--- config.mk ---
export PLATFORM = sky130hd
export DESIGN_NAME = interval_merge_set
export DESIGN_NICKNAME = d
export VERILOG_FILES = /design/src/sv/ims_pkg.sv /design/src/sv/ims_ctrl.sv /design/src/sv/ims_dp.sv /design/src/sv/interval_merge_set.sv
export SDC_FILE = /design/constraint.sdc
export NUM_CORES = 2
export LEC_CHECK = 0
export BUFFER_PORTS_ARGS = -buffer_cell sky130_fd_sc_hd__clkbuf_2
export CORE_ASPECT_RATIO = 1.4
export CORE_UTILIZATION = 49
export CTS_BUF_LIST = sky130_fd_sc_hd__clkbuf_4 sky130_fd_sc_hd__clkbuf_8 sky130_fd_sc_hd__clkbuf_16
export CTS_CLUSTER_SIZE = 14
export DETAILED_ROUTE_END_ITERATION = 10
export MAX_ROUTING_LAYER = met4
export PLACE_DENSITY = 0.76
export SLEW_MARGIN = 5
export SYNTH_ARGS = -nofsm -noshare
export SYNTH_HDL_FRONTEND = slang
export SYNTH_SLANG_ARGS = --single-unit
--- constraint.sdc ---
create_clock -name clk -period 6.1 [get_ports clk]
set_input_delay 1.22 -clock clk [delete_from_list [all_inputs] [get_ports clk]]
set_output_delay 1.22 -clock clk [all_outputs]
set_load 0.01 [all_outputs]
--- src/sv/ims_pkg.sv ---
package ims_pkg;

	localparam int MAX_RESULTS = 32;

	localparam logic CMD_ADD  = 1'b0;
	localparam logic CMD_LIST = 1'b1;

	typedef enum logic [2:0] {
		ST_ADDED      = 3'd0,
		ST_IGNORED    = 3'd1,
		ST_REJECTED   = 3'd2,
		ST_LIST_ENTRY = 3'd3,
		ST_LIST_EMPTY = 3'd4
	} status_t;

	typedef enum logic [2:0] {
		S_IDLE,
		S_SCAN,
		S_DECIDE,
		S_MOVE,
		S_MV_RD,
		S_MV_WR,
		S_MERGE
	} state_t;

	typedef struct packed {
		logic    load;
		logic    scan;
		logic    init_move;
		logic    mv_rd;
		logic    mv_wr;
		logic    wr_merge;
		logic    emit;
		status_t emit_st;
	} ctrl_t;

	typedef struct packed {
		logic n_zero;
		logic empty_in;
		logic scan_done;
		logic full_reject;
		logic move_more;
	} stat_t;

endpackage

--- src/sv/ims_ctrl.sv ---
module ims_ctrl (
	input  logic          clk,
	input  logic          arst_n,
	input  logic          start,
	input  logic          cmd,
	input  ims_pkg::stat_t st,
	output ims_pkg::ctrl_t ctl,
	output logic          busy
);

	ims_pkg::state_t state_q, state_d;
	logic cmd_list_q;

	always_ff @(posedge clk or negedge arst_n) begin
		if (!arst_n) begin
			state_q <= ims_pkg::S_IDLE;
		end else begin
			state_q <= state_d;
		end
	end

	always_comb begin
		state_d = state_q;
		ctl = '0;
		ctl.emit_st = ims_pkg::ST_ADDED;
		case (state_q)
			ims_pkg::S_IDLE: begin
				if (start) begin
					ctl.load = 1'b1;
					if (cmd == ims_pkg::CMD_LIST) begin
						if (st.n_zero) begin
							ctl.emit = 1'b1;
							ctl.emit_st = ims_pkg::ST_LIST_EMPTY;
						end else begin
							state_d = ims_pkg::S_SCAN;
						end
					end else if (st.empty_in) begin
						ctl.emit = 1'b1;
						ctl.emit_st = ims_pkg::ST_IGNORED;
					end else begin
						state_d = ims_pkg::S_SCAN;
					end
				end
			end
			ims_pkg::S_SCAN: begin
				ctl.scan = 1'b1;
				if (st.scan_done) begin
					state_d = (cmd_list_q) ? ims_pkg::S_IDLE : ims_pkg::S_DECIDE;
				end
			end
			ims_pkg::S_DECIDE: begin
				if (st.full_reject) begin
					ctl.emit = 1'b1;
					ctl.emit_st = ims_pkg::ST_REJECTED;
					state_d = ims_pkg::S_IDLE;
				end else begin
					ctl.init_move = 1'b1;
					state_d = ims_pkg::S_MOVE;
				end
			end
			ims_pkg::S_MOVE: begin
				state_d = st.move_more ? ims_pkg::S_MV_RD : ims_pkg::S_MERGE;
			end
			ims_pkg::S_MV_RD: begin
				ctl.mv_rd = 1'b1;
				state_d = ims_pkg::S_MV_WR;
			end
			ims_pkg::S_MV_WR: begin
				ctl.mv_wr = 1'b1;
				state_d = ims_pkg::S_MOVE;
			end
			ims_pkg::S_MERGE: begin
				ctl.wr_merge = 1'b1;
				state_d = ims_pkg::S_IDLE;
			end
			default: begin
				state_d = ims_pkg::S_IDLE;
			end
		endcase
	end

	always_ff @(posedge clk or negedge arst_n) begin
		if (!arst_n) begin
			cmd_list_q <= 1'b0;
		end else if (ctl.load) begin
			cmd_list_q <= (cmd == ims_pkg::CMD_LIST);
		end
	end

	assign busy = (state_q != ims_pkg::S_IDLE);

endmodule

--- src/sv/ims_dp.sv ---
module ims_dp #(
	parameter int CAPACITY   = 32,
	parameter int COORD_BITS = 32
) (
	input  logic          clk,
	input  logic          arst_n,
	input  logic          cmd,
	input  logic [31:0]   lo,
	input  logic [31:0]   hi,
	input  ims_pkg::ctrl_t ctl,
	output ims_pkg::stat_t st,
	output logic          valid,
	output logic [2:0]    status,
	output logic [31:0]   start_res,
	output logic [31:0]   finish,
	output logic [5:0]    entries,
	output logic          last
);

	localparam int CNT_W = $clog2(CAPACITY + 1);
	localparam int IDX_W = $clog2(CAPACITY);

	logic [COORD_BITS-1:0] mem_s [CAPACITY];
	logic [COORD_BITS-1:0] mem_e [CAPACITY];

	logic [COORD_BITS-1:0] lo_c, hi_c, lo_q, hi_q, ms_q, me_q, rd_s_q, rd_e_q, ws, we_d;
	logic [CNT_W-1:0] n_q, idx_q, before_q, absorbed_q, j_q, limit, shown, d, new_n;
	logic [IDX_W-1:0] raddr, waddr;
	logic cmd_q, right_q, rv_q, rd_en, wr_en;

	assign lo_c = COORD_BITS'(lo);
	assign hi_c = COORD_BITS'(hi);

	assign shown = (32'(n_q) < ims_pkg::MAX_RESULTS) ? n_q : CNT_W'(ims_pkg::MAX_RESULTS);
	assign limit = (cmd_q == ims_pkg::CMD_LIST) ? shown : n_q;
	assign d     = absorbed_q - CNT_W'(1);
	assign new_n = n_q - absorbed_q + CNT_W'(1);

	assign st.n_zero      = (n_q == '0);
	assign st.empty_in    = (lo_c >= hi_c);
	assign st.scan_done   = (idx_q == limit) && !rv_q;
	assign st.full_reject = (absorbed_q == '0) && (n_q >= CNT_W'(CAPACITY));
	assign st.move_more   = right_q ? (j_q > before_q) : ((d != '0) && (j_q < n_q));

	assign rd_en = (ctl.scan && (idx_q < limit)) || ctl.mv_rd;
	assign wr_en = ctl.mv_wr || ctl.wr_merge;

	always_comb begin
		if (ctl.scan) begin
			raddr = idx_q[IDX_W-1:0];
		end else if (right_q) begin
			raddr = IDX_W'(j_q - CNT_W'(1));
		end else begin
			raddr = j_q[IDX_W-1:0];
		end
		if (ctl.wr_merge) begin
			waddr = before_q[IDX_W-1:0];
			ws    = ms_q;
			we_d  = me_q;
		end else begin
			waddr = right_q ? j_q[IDX_W-1:0] : IDX_W'(j_q - d);
			ws    = rd_s_q;
			we_d  = rd_e_q;
		end
	end

	always_ff @(posedge clk) begin
		if (rd_en) begin
			rd_s_q <= mem_s[raddr];
			rd_e_q <= mem_e[raddr];
		end
		if (wr_en) begin
			mem_s[waddr] <= ws;
			mem_e[waddr] <= we_d;
		end
	end

	always_ff @(posedge clk or negedge arst_n) begin
		if (!arst_n) begin
			n_q   <= '0;
			rv_q  <= 1'b0;
			valid <= 1'b0;
		end else begin
			rv_q  <= ctl.scan && (idx_q < limit);
			valid <= ctl.emit || ctl.wr_merge || (rv_q && cmd_q == ims_pkg::CMD_LIST);
			if (ctl.wr_merge) begin
				n_q <= new_n;
			end
		end
	end

	always_ff @(posedge clk) begin
		if (ctl.load) begin
			cmd_q      <= cmd;
			lo_q       <= lo_c;
			hi_q       <= hi_c;
			ms_q       <= lo_c;
			me_q       <= hi_c;
			idx_q      <= '0;
			before_q   <= '0;
			absorbed_q <= '0;
		end else begin
			if (ctl.scan && (idx_q < limit)) begin
				idx_q <= idx_q + CNT_W'(1);
			end
			if (rv_q && cmd_q == ims_pkg::CMD_ADD) begin
				if (rd_e_q < lo_q) begin
					before_q <= before_q + CNT_W'(1);
				end else if (rd_s_q <= hi_q) begin
					absorbed_q <= absorbed_q + CNT_W'(1);
					if (rd_s_q < ms_q) ms_q <= rd_s_q;
					if (rd_e_q > me_q) me_q <= rd_e_q;
				end
			end
		end
		if (ctl.init_move) begin
			right_q <= (absorbed_q == '0);
			j_q     <= (absorbed_q == '0) ? n_q : before_q + absorbed_q;
		end else if (ctl.mv_wr) begin
			j_q <= right_q ? j_q - CNT_W'(1) : j_q + CNT_W'(1);
		end

		if (ctl.wr_merge) begin
			status    <= ims_pkg::ST_ADDED;
			start_res <= 32'(ms_q);
			finish    <= 32'(me_q);
			entries   <= 6'(new_n);
			last      <= 1'b1;
		end else if (ctl.emit) begin
			status  <= ctl.emit_st;
			last    <= 1'b1;
			entries <= 6'(n_q);
			case (ctl.emit_st)
				ims_pkg::ST_IGNORED: begin
					start_res <= 32'(lo_c);
					finish    <= 32'(hi_c);
				end
				ims_pkg::ST_REJECTED: begin
					start_res <= 32'(lo_q);
					finish    <= 32'(hi_q);
				end
				default: begin
					start_res <= '0;
					finish    <= '0;
				end
			endcase
		end else if (rv_q) begin
			status    <= ims_pkg::ST_LIST_ENTRY;
			start_res <= 32'(rd_s_q);
			finish    <= 32'(rd_e_q);
			entries   <= 6'(n_q);
			last      <= (idx_q == shown);
		end
	end

endmodule

--- src/sv/interval_merge_set.sv ---
// Sorted set of disjoint half-open intervals with merge on add.
// Command channel: a beat (cmd, lo, hi) is taken on a rising edge with
// start high and busy low. cmd add merges [lo,hi) with every stored
// interval it overlaps or touches; cmd list streams the table in order.
// Result channel: each result beat is on status/start_res/finish/entries/
// last for exactly one cycle, flagged by valid; last marks the final beat
// of a command. There is no back-pressure on results.
// Sequencing: an empty add or a list of an empty table answers in the
// cycle after acceptance and keeps busy low. An add scans the n stored
// entries through the single registered read port, then decides, moves
// each entry above the merge point through MOVE, MV_RD and MV_WR, ends
// the move in MOVE and writes the merged interval in MERGE; the result
// beat comes as busy falls. A rejected add ends after scan and decision.
// A list reads the first min(n, MAX_RESULTS) entries and gives one beat
// per cycle, the last in the final busy cycle.
// Reset clears the entry count and the controller; table contents need no
// clearing as only entries below the count are read.
module interval_merge_set #(
	parameter int CAPACITY   = 32,
	parameter int COORD_BITS = 32
) (
	input  logic        clk,
	input  logic        arst_n,
	input  logic        start,
	output logic        busy,
	input  logic        cmd,
	input  logic [31:0] lo,
	input  logic [31:0] hi,
	output logic        valid,
	output logic [2:0]  status,
	output logic [31:0] start_res,
	output logic [31:0] finish,
	output logic [5:0]  entries,
	output logic        last
);

	ims_pkg::ctrl_t ctl;
	ims_pkg::stat_t st;

	ims_ctrl u_ctrl (
		.clk    (clk),
		.arst_n (arst_n),
		.start  (start),
		.cmd    (cmd),
		.st     (st),
		.ctl    (ctl),
		.busy   (busy)
	);

	ims_dp #(
		.CAPACITY   (CAPACITY),
		.COORD_BITS (COORD_BITS)
	) u_dp (
		.clk       (clk),
		.arst_n    (arst_n),
		.cmd       (cmd),
		.lo        (lo),
		.hi        (hi),
		.ctl       (ctl),
		.st        (st),
		.valid     (valid),
		.status    (status),
		.start_res (start_res),
		.finish    (finish),
		.entries   (entries),
		.last      (last)
	);

endmodule

**Word level (Yosys, flattened, before mapping)**

Memory sizes are Yosys's and may differ from the RTL's. A register that Yosys moved wholly into a read port is not among the register bits.
Cells that the tools add are included.

- Input bits: 68
- Bits in writable memories: 2048
- Logic and storage cells: 149
- Memories kept: 2
- Bits in registers: 240
- Output and inout bits: 76

Memory list:

| name | depth | bits a word | rd ports | clocked after memory_dff | wr ports | RTL line | RTL |
|---|---|---|---|---|---|---|---|
| u_dp.mem_e | 32 | 32 | 1 | 1 | 1 | ims_dp.sv:24 | `logic [COORD_BITS-1:0] mem_e [CAPACITY];` |
| u_dp.mem_s | 32 | 32 | 1 | 1 | 1 | ims_dp.sv:23 | `logic [COORD_BITS-1:0] mem_s [CAPACITY];` |

- Add/subtract/negate cells: 10
- Reduce and logical (&&, ||, !) cells: 29
- $lt $le $gt $ge: 10
- Bitwise operators: 2
- Muxes and demuxes: 61
- Eq/ne operators: 15

Operators with widths:

| operator | count |
|---|---|
| 32-bit 2-to-1 mux | 18 |
| 32-bit case mux with 2 select lines | 2 |
| 32-bit less-than comparator | 2 |
| 6-bit 2-to-1 mux | 9 |
| 32-bit greater-or-equal comparator | 1 |
| 32-bit > comparator | 1 |
| 32-bit <= comparator | 1 |
| 6-bit by 1-bit adder with 6-bit output (second input constant) | 5 |
| 3-bit 2-to-1 mux | 7 |
| 4-bit 2-to-1 mux | 5 |
| 5-bit 2-to-1 mux | 4 |
| 3-bit case mux with 6 select lines | 1 |
| 6-bit equality test | 2 |
| 6-bit logical NOT | 2 |
| 6-bit less-than comparator | 2 |
| 4-bit AND reduction | 3 |
| 2-bit nonzero test | 6 |
| 6-bit by 1-bit subtractor with 6-bit output (second input constant) | 2 |
| 1-bit 2-to-1 mux | 11 |
| 3-bit by 2-bit equality test with 1-bit output (second input constant) | 3 |
| 3-bit equality test (second input constant) | 3 |
| 4-bit case mux with 2 select lines | 1 |
| 6-bit adder | 1 |
| 3-bit by 1-bit equality test with 1-bit output (second input constant) | 2 |
| 18 further kinds | 33 |

**Logic depth before layout (Yosys ltp)**

- Word-level depth: 9
- Depth in mapped cells: 12

**By module**

A second synthesis with hierarchy kept.

- Cell total of the unflattened synthesis: 5179
- Area, all modules: 96705.2 um^2

Modules (own cells, without submodules):

| module | area each (um^2) | instances | cells an instance | sequential area each (um^2) |
|---|---|---|---|---|
| ims_dp | 96383.7 | 1 | 5142 | 70247.4 |
| ims_ctrl | 321.6 | 1 | 37 | 100.1 |

**Worst setup path before layout**

No wires, ideal clock.

- Path kind: register to register
- Start: reg u_dp.absorbed_q[0]
- End: mem u_dp.mem_e[10][0] (enable)
- Library setup time: 0.486 ns
- Data required time: 5.614 ns
- Setup slack: 0.316 ns
- Arrival: 5.298 ns
- Cell stages (with the launch flop): 11
- Path buffers: 0
- Period minus slack after synthesis: 5.784 ns
- Cell sequence: dfxtp_1 -> inv_1 -> ha_1 -> fa_1 -> a21o_1 -> a21oi_1 -> xnor2_1 -> o21a_1 -> o31a_1 -> or3_1 -> nor2_1

- Word-level cells in the longest chain between the ends: 4

Ends and longest elaborated chain:

| element | RTL line | RTL |
|---|---|---|
| from (decl) | ims_dp.sv:27 | `logic [CNT_W-1:0] n_q, idx_q, before_q, absorbed_q, j_q, limit, shown, d, new_n;` |
| from (signal assigned) | ims_dp.sv:110 | `absorbed_q <= absorbed_q + CNT_W'(1);` |
| 6-bit by 1-bit subtractor with 6-bit output | ims_dp.sv:36 | `assign d = absorbed_q - CNT_W'(1);` |
| net u_dp.d[0] | ims_dp.sv:27 |  |
| 5-bit subtractor | ims_dp.sv:61 | `waddr = right_q ? j_q[IDX_W-1:0] : IDX_W'(j_q - d);` |
| 5-bit 2-to-1 mux | ims_dp.sv:61 |  |
| 5-bit 2-to-1 mux | ims_dp.sv:56 | `if (ctl.wr_merge) begin` |
| to (decl) | ims_dp.sv:24 |  |

The timed path passes the listed nets, and every way through them passes these cells.

**Final worst setup path**

- Start: reg u_ctrl.state_q[2]
- End: reg u_dp.rd_e_q[19], read port of u_dp.mem_e, data pin

- Word-level cells in the longest chain between the ends: 4
- Elaborated cells on any way between the ends: 7

Ends and longest elaborated chain:

| element | RTL line | RTL |
|---|---|---|
| from (decl) | ims_ctrl.sv:11 | `ims_pkg::state_t state_q, state_d;` |
| from (signal assigned) | ims_ctrl.sv:16 | `state_q <= ims_pkg::S_IDLE;` |
| from (signal assigned) | ims_ctrl.sv:18 | `state_q <= state_d;` |
| 3-bit by 1-bit equality test with 1-bit output | ims_ctrl.sv:26 | `case (state_q)` |
| 1-bit 2-to-1 mux | ims_ctrl.sv:26 |  |
| 1-bit logical AND | ims_dp.sv:45 | `assign rd_en = (ctl.scan && (idx_q < limit)) \|\| ctl.mv_rd;` |
| 1-bit logical OR | ims_dp.sv:45 |  |
| to (decl) | ims_dp.sv:26 | `logic [COORD_BITS-1:0] lo_c, hi_c, lo_q, hi_q, ms_q, me_q, rd_s_q, rd_e_q, ws, we_d;` |

Several ways; a longest one is shown, not always the timed one.
A chain may end at the register's enable or synchronous reset.

==> impl_metrics.py <==
metrics = {
    "timing": {
        "hold_viol_final": 0,
        "setup_ws_ns": 1.50,
        "clock_skew_ns": 0.0541,
        "finalCritPeriodShare": 0.755,
        "min_period_ns": 4.60,
        "slew_headroom": 0.0531,
        "rsz0062_at_grt": "no",
        "slew_violations": 0,
        "setup_tns_ns": 0,
        "setup_viol_count_final": 0,
        "timing.fmax_mhz": 217,
        "worst_pin_slew_ns": 1.42,
    },
    "job": {
        "cap_violations": 0,
    },
    "place": {
        "finalWeightedCongestion": 0.945,
        "place_hpwl_mm": 157,
        "post-place-ws_ns": 0.894,
        "port_buffers": 143,
    },
    "logic_synthesis": {
        "synth_async_sr_flop_share": 0.00510,
        "ys.flop_type": "edfxtp_1",
        "syn-cell-area_um2": 96600,
        "syn_nets": 5648,
        "synth_seq_cells": 2352,
        "synth_edf_count": 2318,
        "synth_cell_types": 80,
        "syn_inst": 5374,
        "ys_top_cells_by_area": "edfxtp_1 72%, mux4_2 12%, ha_1 2.6%",
        "synth_warnings": 0,
        "yosysSeqAreaShare": 0.728,
        "synth.avg_cell_area_um2": 18.0,
        "yosysTopAreaCellShare": 0.721,
        "synth_top_cell_by_area": "edfxtp_1",
    },
    "status": {
        "status": "finished, final reports clean",
    },
    "global_routing": {
        "met1_usage": 0.340,
        "grt_first_pass_wirelength_mm": 388,
        "grt_util_met3": 0.0705,
        "first_global_vias": 54000,
        "grt_use_total": 0.283,
        "grt_use_met2": 0.446,
        "overflow": 0,
        "grt_max_degree": 99,
        "antenna_found_initial": 25,
        "grt-busiest-layer": "met2",
    },
    "routing": {
        "drt-pass1-iter-count": 7,
        "vias": 54100,
        "postRouteAntennaNets": 0,
        "drt-initial-drc-count": 7787,
        "routed_wl_mm": 274,
        "detail_route.wl_per_cell_um": 32.9,
        "vias_per_cell": 6.47,
        "drc_errors": 0,
    },
    "setup_path": {
        "crit_chain": "nor3b_4 -> a211oi_1 -> a21oi_4 -> buf_4 -> mux4_2 -> mux2i_1 -> a32oi_1 -> and3_1",
        "critPathLaunchType": "flop",
        "crit_family": "compound AO/OA/AOI/OAI gates",
        "cp.arrival_ns": 5.20,
        "rrSetupSlack_ns": 1.50,
        "critPathCaptureType": "flop",
        "critical_path_class": "flop to flop",
        "crit_buf_inv": 1,
        "crit_fanout": 48,
        "critical-path-slowest-cell": "nor3b_4",
        "worstPathRequired_ns": 6.69,
        "slowest_delay_ns": 0.88,
    },
    "clock_network": {
        "cts_buffers": 209,
        "cts_max_level": 4,
        "post_cts_buffers": 0,
        "clockBufferDepth": 4,
        "ctsResizeCount": 0,
        "clockRootBuffer": "clkbuf_16",
        "cts_hold_buf": 0,
        "clk_pin_slew_ns": 0.06,
        "cts_tree": "yes",
        "clock_latency_ns": 0.86,
        "clock_sinks": 2352,
    },
    "pwr": {
        "power.leakage_nw": 36.2,
        "max-vdd-ir-drop_v": 0.000428,
        "pwr_density_cell_nw_per_um2": 530,
        "power_mw": 57.3,
    },
    "die": {
        "pin_count": 144,
        "die_h_um": 527,
        "initial_utilization": 0.494,
        "rows": 192,
        "die_area_um2": 199000,
        "core_region_area_um2": 196000,
        "die_width_um": 377,
    },
    "final_layout": {
        "fin_util": 0.553,
        "nFillCells": 14400,
        "final_nets": 5865,
        "drive_gt1_frac": 0.213,
        "syn_to_final_growth_pct": 12.0,
    },
    "hold_path": {
        "worstHoldPathType": "primary input to async pin",
    },
}
## cell usage after synthesis, types with 7 or more instances
cell type,count
dfxtp_1,22
nor2_1,86
mux2i_1,84
ha_1,203
and2_1,9
a21oi_1,58
o21ai_0,199
nor2b_1,18
nand4_1,35
buf_2,108
o211ai_1,39
buf_1,26
edfxtp_1,2318
nand2b_1,38
a221oi_1,7
nor3_1,11
xnor2_1,21
nand2_1,670
a31oi_1,37
clkbuf_1,117
a211oi_1,10
a32oi_1,60
mux4_2,512
and3_1,66
buf_4,29
dfrtp_1,12
a21o_1,40
o21a_1,11
nand3_1,139
xor2_1,11
o32ai_1,33
or3_1,8
inv_1,197
a22oi_1,36
## metal layers
metal,part of all wire,wire length (um)
met3,0.12,33800
met4,0.056,15400
met1,0.34,92900
met2,0.48,132000
met5,0,0
## where the power goes
group | internal, mW | switching [mW]
clock | 6.92 | 5.62
combinational | 8.12 | 13.3
sequential | 21.9 | 1.43
## cells by family (layout without fill, tap and decap cells)
logic type      Yosys count  count (layout)  share of synthesized area
fa+ha+maj               206             206                     0.0269
compound gates          590             590                     0.0407
mux                     599             599                      0.128
xor+xnor                 32              32                    0.00290
flops                  2352            2352                      0.728
buf+inv                 484             811                     0.0217
simple gates           1111            1111                     0.0512
other cells               0              29                          0
## worst register-to-register path: cells and delay by family, from the launching register on
family	cells	cell delay, ns
compound gates	3	1.16
buf+inv	1	0.77
flops	1	0.60
mux	2	0.74
simple gates	2	1.09
## final timing paths
check	startpoint	cells after the start	end
worst max-delay path	u_ctrl.state_q[2]	8	u_dp.rd_e_q[19]
worst min-delay path	arst_n	1	u_ctrl.state_q[2]
worst max register to register	u_ctrl.state_q[2]	8	u_dp.rd_e_q[19]
worst min register to register	u_dp.status[0]	1	u_dp.status[0]
max in group asynchronous	arst_n	1	u_dp.n_q[1]
min in group clk	u_dp.status[0]	1	u_dp.status[0]
## sequential cells by signal (all words and copies together) (netlist names), 3 cells and up
register,cells
u_dp.rd_e_q,32
u_dp.n_q,6
u_dp.me_q,32
u_dp.before_q,6
u_dp.mem_e,1024
u_dp.start_res,32
u_dp.finish,32
u_dp.rd_s_q,32
u_dp.idx_q,6
u_dp.j_q,6
u_dp.status,3
u_dp.entries,6
u_dp.absorbed_q,6
u_ctrl.state_q,3
u_dp.lo_q,32
u_dp.mem_s,1024
u_dp.ms_q,32
u_dp.hi_q,32
## area by class of cell
cell class / count / area [um^2] / area share
clock inverters: 53 / 520 / 0.00481
flip-flops and latches: 2352 / 70300 / 0.650
multi-input cells: 2538 / 24800 / 0.229
diodes: 29 / 72.6 / 0.000671
inverters: 199 / 749 / 0.00693
clock buffers: 268 / 5710 / 0.0528
repair buffers: 291 / 2690 / 0.0249
well taps: 2619 / 3280 / 0.0303
## placed cells by master, fill, tap and decap left out, types with 79 or more instances in the layout
cell type	instances
clkbuf_16	211
buf_4	79
mux2i_1	83
edfxtp_1	2318
clkbuf_2	143
ha_1	203
inv_1	197
o21ai_0	135
mux4_2	512
nand2_1	669
nand3_1	139
## stage by stage
step           hold slack, ns  cells  cell area, um^2
5_1_grt                 0.260   8343           108000
4_1_cts                 0.222   8320           108000
3_3_place_gp            0.461   7999           102000
2_1_floorplan           0.447   5374            96600
6_report                0.251   8349           108000
3_5_place_dp            0.466   7999           102000
(Power assumes the default switching activity.)
